[src/rtl/core/a2rim_pkg.sv]
`timescale 1ns / 1ps
package a2rim_pkg;

    // dividend width of the remainder pipelines
    localparam int unsigned DvdW = 32;

    localparam int unsigned LaneW = 24;
    localparam int unsigned SegW  = 30;
    localparam int unsigned ColW  = 32;

    // configuration register indexes
    localparam logic [7:0] CfgLaneCount = 8'd0;
    localparam logic [7:0] CfgSegLength = 8'd1;

    // side data that rides along the remainder pipelines
    typedef struct packed {
        logic [31:0]      j1;
        logic             pass_zero;
        logic [LaneW-1:0] cur_lane;
        logic [1:0]       slice;
    } t_item;

    typedef struct packed {
        logic [LaneW-1:0] ref_lane;
        logic [ColW-1:0]  ref_column;
        logic             invalid;
    } t_result;

    // one restoring remainder step: shift in one dividend bit, subtract if it fits
    function automatic logic [DvdW-1:0] rem_step(
        input logic [DvdW-1:0] rem,
        input logic            dbit,
        input logic [DvdW-1:0] div
    );
        logic [DvdW-1:0] t;
        begin
            t = {rem[DvdW-2:0], dbit};
            rem_step = (t >= div) ? (t - div) : t;
        end
    endfunction

endpackage

[src/rtl/core/a2rim_out_skid.sv]
`timescale 1ns / 1ps
// Output register plus one skid entry; the pipeline runs while the skid is empty.
module a2rim_out_skid (
    input  logic                  i_clk,
    input  logic                  i_rst_n,
    input  logic                  i_valid,
    input  a2rim_pkg::t_result    i_res,
    input  logic                  i_ready,
    output logic                  o_en,
    output logic                  o_valid,
    output a2rim_pkg::t_result    o_res
);
    logic               r_out_valid;
    logic               r_skid_valid;
    a2rim_pkg::t_result r_out;
    a2rim_pkg::t_result r_skid;
    logic               w_take;

    assign o_en    = !r_skid_valid;
    assign w_take  = i_valid && !r_skid_valid;
    assign o_valid = r_out_valid;
    assign o_res   = r_out;

    // valid flags
    always_ff @(posedge i_clk) begin
        if (!i_rst_n) begin
            r_out_valid  <= 1'b0;
            r_skid_valid <= 1'b0;
        end else if (r_skid_valid) begin
            if (i_ready) begin
                r_skid_valid <= 1'b0;
            end
        end else if (w_take) begin
            if (!r_out_valid || i_ready) begin
                r_out_valid <= 1'b1;
            end else begin
                r_skid_valid <= 1'b1;
            end
        end else if (i_ready) begin
            r_out_valid <= 1'b0;
        end
    end

    // payload
    always_ff @(posedge i_clk) begin
        if (r_skid_valid) begin
            if (i_ready) begin
                r_out <= r_skid;
            end
        end else if (w_take) begin
            if (!r_out_valid || i_ready) begin
                r_out <= i_res;
            end else begin
                r_skid <= i_res;
            end
        end
    end

`ifndef SYNTHESIS
    a_skid_implies_out: assert property (@(posedge i_clk) disable iff (!i_rst_n)
        r_skid_valid |-> r_out_valid)
        else $error("skid entry held without output entry");

    a_fill_skid: assert property (@(posedge i_clk) disable iff (!i_rst_n)
        (w_take && r_out_valid && !i_ready) |=> r_skid_valid)
        else $error("item dropped while output stalled");

    a_drain_skid: assert property (@(posedge i_clk) disable iff (!i_rst_n)
        (r_skid_valid && i_ready) |=> (r_out_valid && !r_skid_valid))
        else $error("skid entry not moved to output");
`endif

endmodule

[config.mk]
export PLATFORM = sky130hd
export DESIGN_NAME = a2rim_out_skid
export DESIGN_NICKNAME = d
export VERILOG_FILES = /design/src/rtl/core/a2rim_pkg.sv /design/src/rtl/core/a2rim_out_skid.sv
export SDC_FILE = /design/constraint.sdc
export NUM_CORES = 1
export LEC_CHECK = 0
export ABC_CLOCK_PERIOD_IN_PS = 15100
export BUFFER_PORTS_ARGS = -buffer_cell sky130_fd_sc_hd__buf_4
export CORE_ASPECT_RATIO = 1.2
export CORE_MARGIN = 8
export CORE_UTILIZATION = 55
export CTS_CLUSTER_DIAMETER = 30
export CTS_CLUSTER_SIZE = 28
export DETAILED_ROUTE_END_ITERATION = 8
export HOLD_SLACK_MARGIN = 0.03
export PLACE_DENSITY = 0.94
export SETUP_SLACK_MARGIN = 0.2
export SYNTH_ARGS = -nofsm -noshare
export SYNTH_HDL_FRONTEND = slang
export SYNTH_SLANG_ARGS = --single-unit
[constraint.sdc]
create_clock -name i_clk -period 15.1 [get_ports i_clk]
set_input_delay 1.51 -clock i_clk [delete_from_list [all_inputs] [get_ports i_clk]]
set_output_delay 1.51 -clock i_clk [all_outputs]
set_load 0.03 [all_outputs]
==> results.yml <==
cts:
  clockRootBuffer: "clkbuf_8"
  post_cts_buffers: 0
  cts_resized: 0
  cts_hold_buf: 0
  cts.reportedPaths.clkPinSlew_ns: 0.06
  clkSinkCount: 116
  cts-buffers-inserted: 17
  cts_tree: "built"
  ctsHtreeMaxLevel: 4
  clk_path_buf_depth: 2
  clkLatencyLatePin_ns: 0.51
flow_run:
  max_cap_viol_count: 0
setup_path:
  cp-end-kind: "primary output"
  critPathTopFamily: "flip-flops"
  slowest_stage: "dfxtp_1"
  critical_path_class: "reg -> out"
  worstPathMaxFanout: 4
  reg2reg_from: "r_skid_valid"
  rrSetupSlack_ns: 12.61
  cp_cell_sequence: "buf_4"
  worstRegToRegCells: 3
  critical_path_depth: 1
  crit_path_start: "o_valid"
  required_ns: 13.59
  start_kind: "flip-flop"
  max_stage_delay_ns: 0.40
  worst-endpoint-arrival_ns: 1.11
  cp_num_buf_inv: 1
final_layout:
  synthToLayoutAreaGrowth_pct: 33.1
  fillers: 473
  fin_area_um2: 5980
  final_nets: 387
  regArea_um2: 3470
  diodes: 0
  drive_gt1_share_pct: 62.3
  multi_input_area_um2: 910
sta:
  period_share_pct: 17.3
  hold_violations: 0
  max_slew_margin_pct: 28.2
  max_freq_mhz: 382
  period_minus_slack_ns: 2.62
  fin_tns_setup_ns: 0
  holdWs_ns: 0.524
  setup_violations: 0
  worst_pin_slew_ns: 1.08
  rsz0062_at_grt: "no"
  fin_skew_ns: 0.0114
  slew_viol_final: 0
synthesis:
  yosys_register_bits: 116
  synth_nets: 252
  avgSynthCellArea_um2: 23.5
  ys.warnings.count: 0
  synth.area.top_cells: "edfxtp_1 (76%), mux2_4 (18%), buf_12 (2.2%)"
  synthesis.area_um2: 4490
  synth_top_area_share_pct: 76.2
  synth_cell_types: 16
  synth_area_leader_cell: "edfxtp_1"
  synth_cells: 191
  yosysSeqAreaShare_pct: 77.1
routing:
  drt-initial-drc-count: 158
  routed_wl_mm: 8.89
  drc: 0
  viasPerCell: 5.14
  detail-route-antenna-nets: 0
  wl_per_cell_um: 20.6
  drt_pass1_iterations: 4
  vias: 2222
die:
  io_pins: 120
  num_rows: 36
  start_util_pct: 56.0
  coreArea_um2: 8020
  die_y_um: 115
  die_w_um: 98.5
  fp.dieArea_um2: 11300
place:
  gp_congestion: 0.720
  postPlaceCellArea_um2: 5420
  hpwl_mm: 5.91
  portBuffers: 119
power_and_ir_drop:
  seq_power_share_pct: 45.0
  switching_share_pct: 21.8
  ir_drop_mv: 0.0951
  power_frac_comb_pct: 10.2
  power_switching_w: 0.000184
  pwr-share-clk_pct: 44.8
  p_int_w: 0.000660
  p_per_area_nw_per_um2: 141
  cellLeakagePower_nw: 2.35
grt:
  grt-ovfl-total: 0
  track_usage_pct: 16.5
  grt_pass1_vias: 2470
  grt_max_degree: 63
  antenna_found_initial: 0
  grt_pass1_wl_mm: 13.6
hold_path:
  hold_path.class: "reg -> reg"
  min-delay-start: "r_skid_valid"
  hold-path-cell-count: 2
run_status:
  status: "completed"
[sequential cells by signal (all words and copies together) (netlist names)]
name / cells
o_valid: 1
r_skid: 57
o_res: 57
r_skid_valid: 1
[cells in the final DEF, fill, tap and decap left out, drive strengths merged]
master,netlist,final
nand2b,1,1
mux2,57,57
bufinv,0,3
nor2,1,1
a21oi,1,1
nand3b,1,1
clkinvlp,0,3
nor2b,1,1
o22a,1,1
dfxtp,2,2
clkbuf,0,18
o21ai,1,1
nor3,1,1
edfxtp,114,114
clkinv,0,6
nand2,2,2
buf,7,123
inv,1,1
[synthesized netlist by cell type, drive strengths merged]
master and count:
a21oi 1, buf 7, dfxtp 2, edfxtp 114, inv 1, mux2 57, nand2 2, nand2b 1
nand3b 1, nor2 1, nor2b 1, nor3 1, o21ai 1, o22a 1
[logic make-up (layout without fill, tap and decap cells)]
family          after synthesis  count (layout)  share of synthesized area [%]
flops                       116             116                           77.1
simple gates                  7               7                          0.808
compound gates                3               3                          0.418
buf+inv                       8             154                           2.81
mux                          57              57                           18.9
[per-stage QoR]
stage          util (%)  cells  power, W  setup WS (ns)
2_1_floorplan         -    191  0.000435           9.09
4_1_cts            74.6    432  0.000850          12.45
3_3_place_gp       67.6    402  0.000469          12.40
3_5_place_dp       67.6    402  0.000472          12.36
5_1_grt            74.6    432  0.000871          12.41
6_report           74.6    432  0.000843          12.48
[layout make-up]
type | instances | area share [%]
sequential | 116 | 58.0
inverter | 1 | 0.0628
clock buffer | 18 | 6.99
multi-input combinational | 67 | 15.2
timing repair buffer | 123 | 15.4
clock inverter | 12 | 2.34
tap | 95 | 1.99
[layer usage]
metal / vias up / global-route usage, % / wire (µm)
li1: 1027 / - / -
met2: 94 / 28.5 / 4800
met3: 12 / 7.57 / 606
met5: - / 0 / 0
met4: 0 / 8.51 / 181
met1: 1089 / 16.5 / 3310
[worst paths after layout]
kind / endpoint
max reg2reg: o_res[16]
min: r_skid_valid
max: o_valid
min reg2reg: r_skid_valid
[power groups by stage]
stage	clock (W)	combinational (W)	sequential (W)
floorplan	0	0.0000251	0.000410
global placement	0	0.0000834	0.000385
detailed placement	0	0.0000860	0.000386
CTS	0.000384	0.0000867	0.000380
global route	0.000400	0.0000898	0.000381
finish	0.000378	0.0000857	0.000380
[worst reg2reg max path, stage by stage, from the launching register on]
cell     delay [ns]
dfxtp_4        0.34
buf_4          0.80
o22a_2         0.36
buf_4          0.58
(Power assumes the default switching activity.)
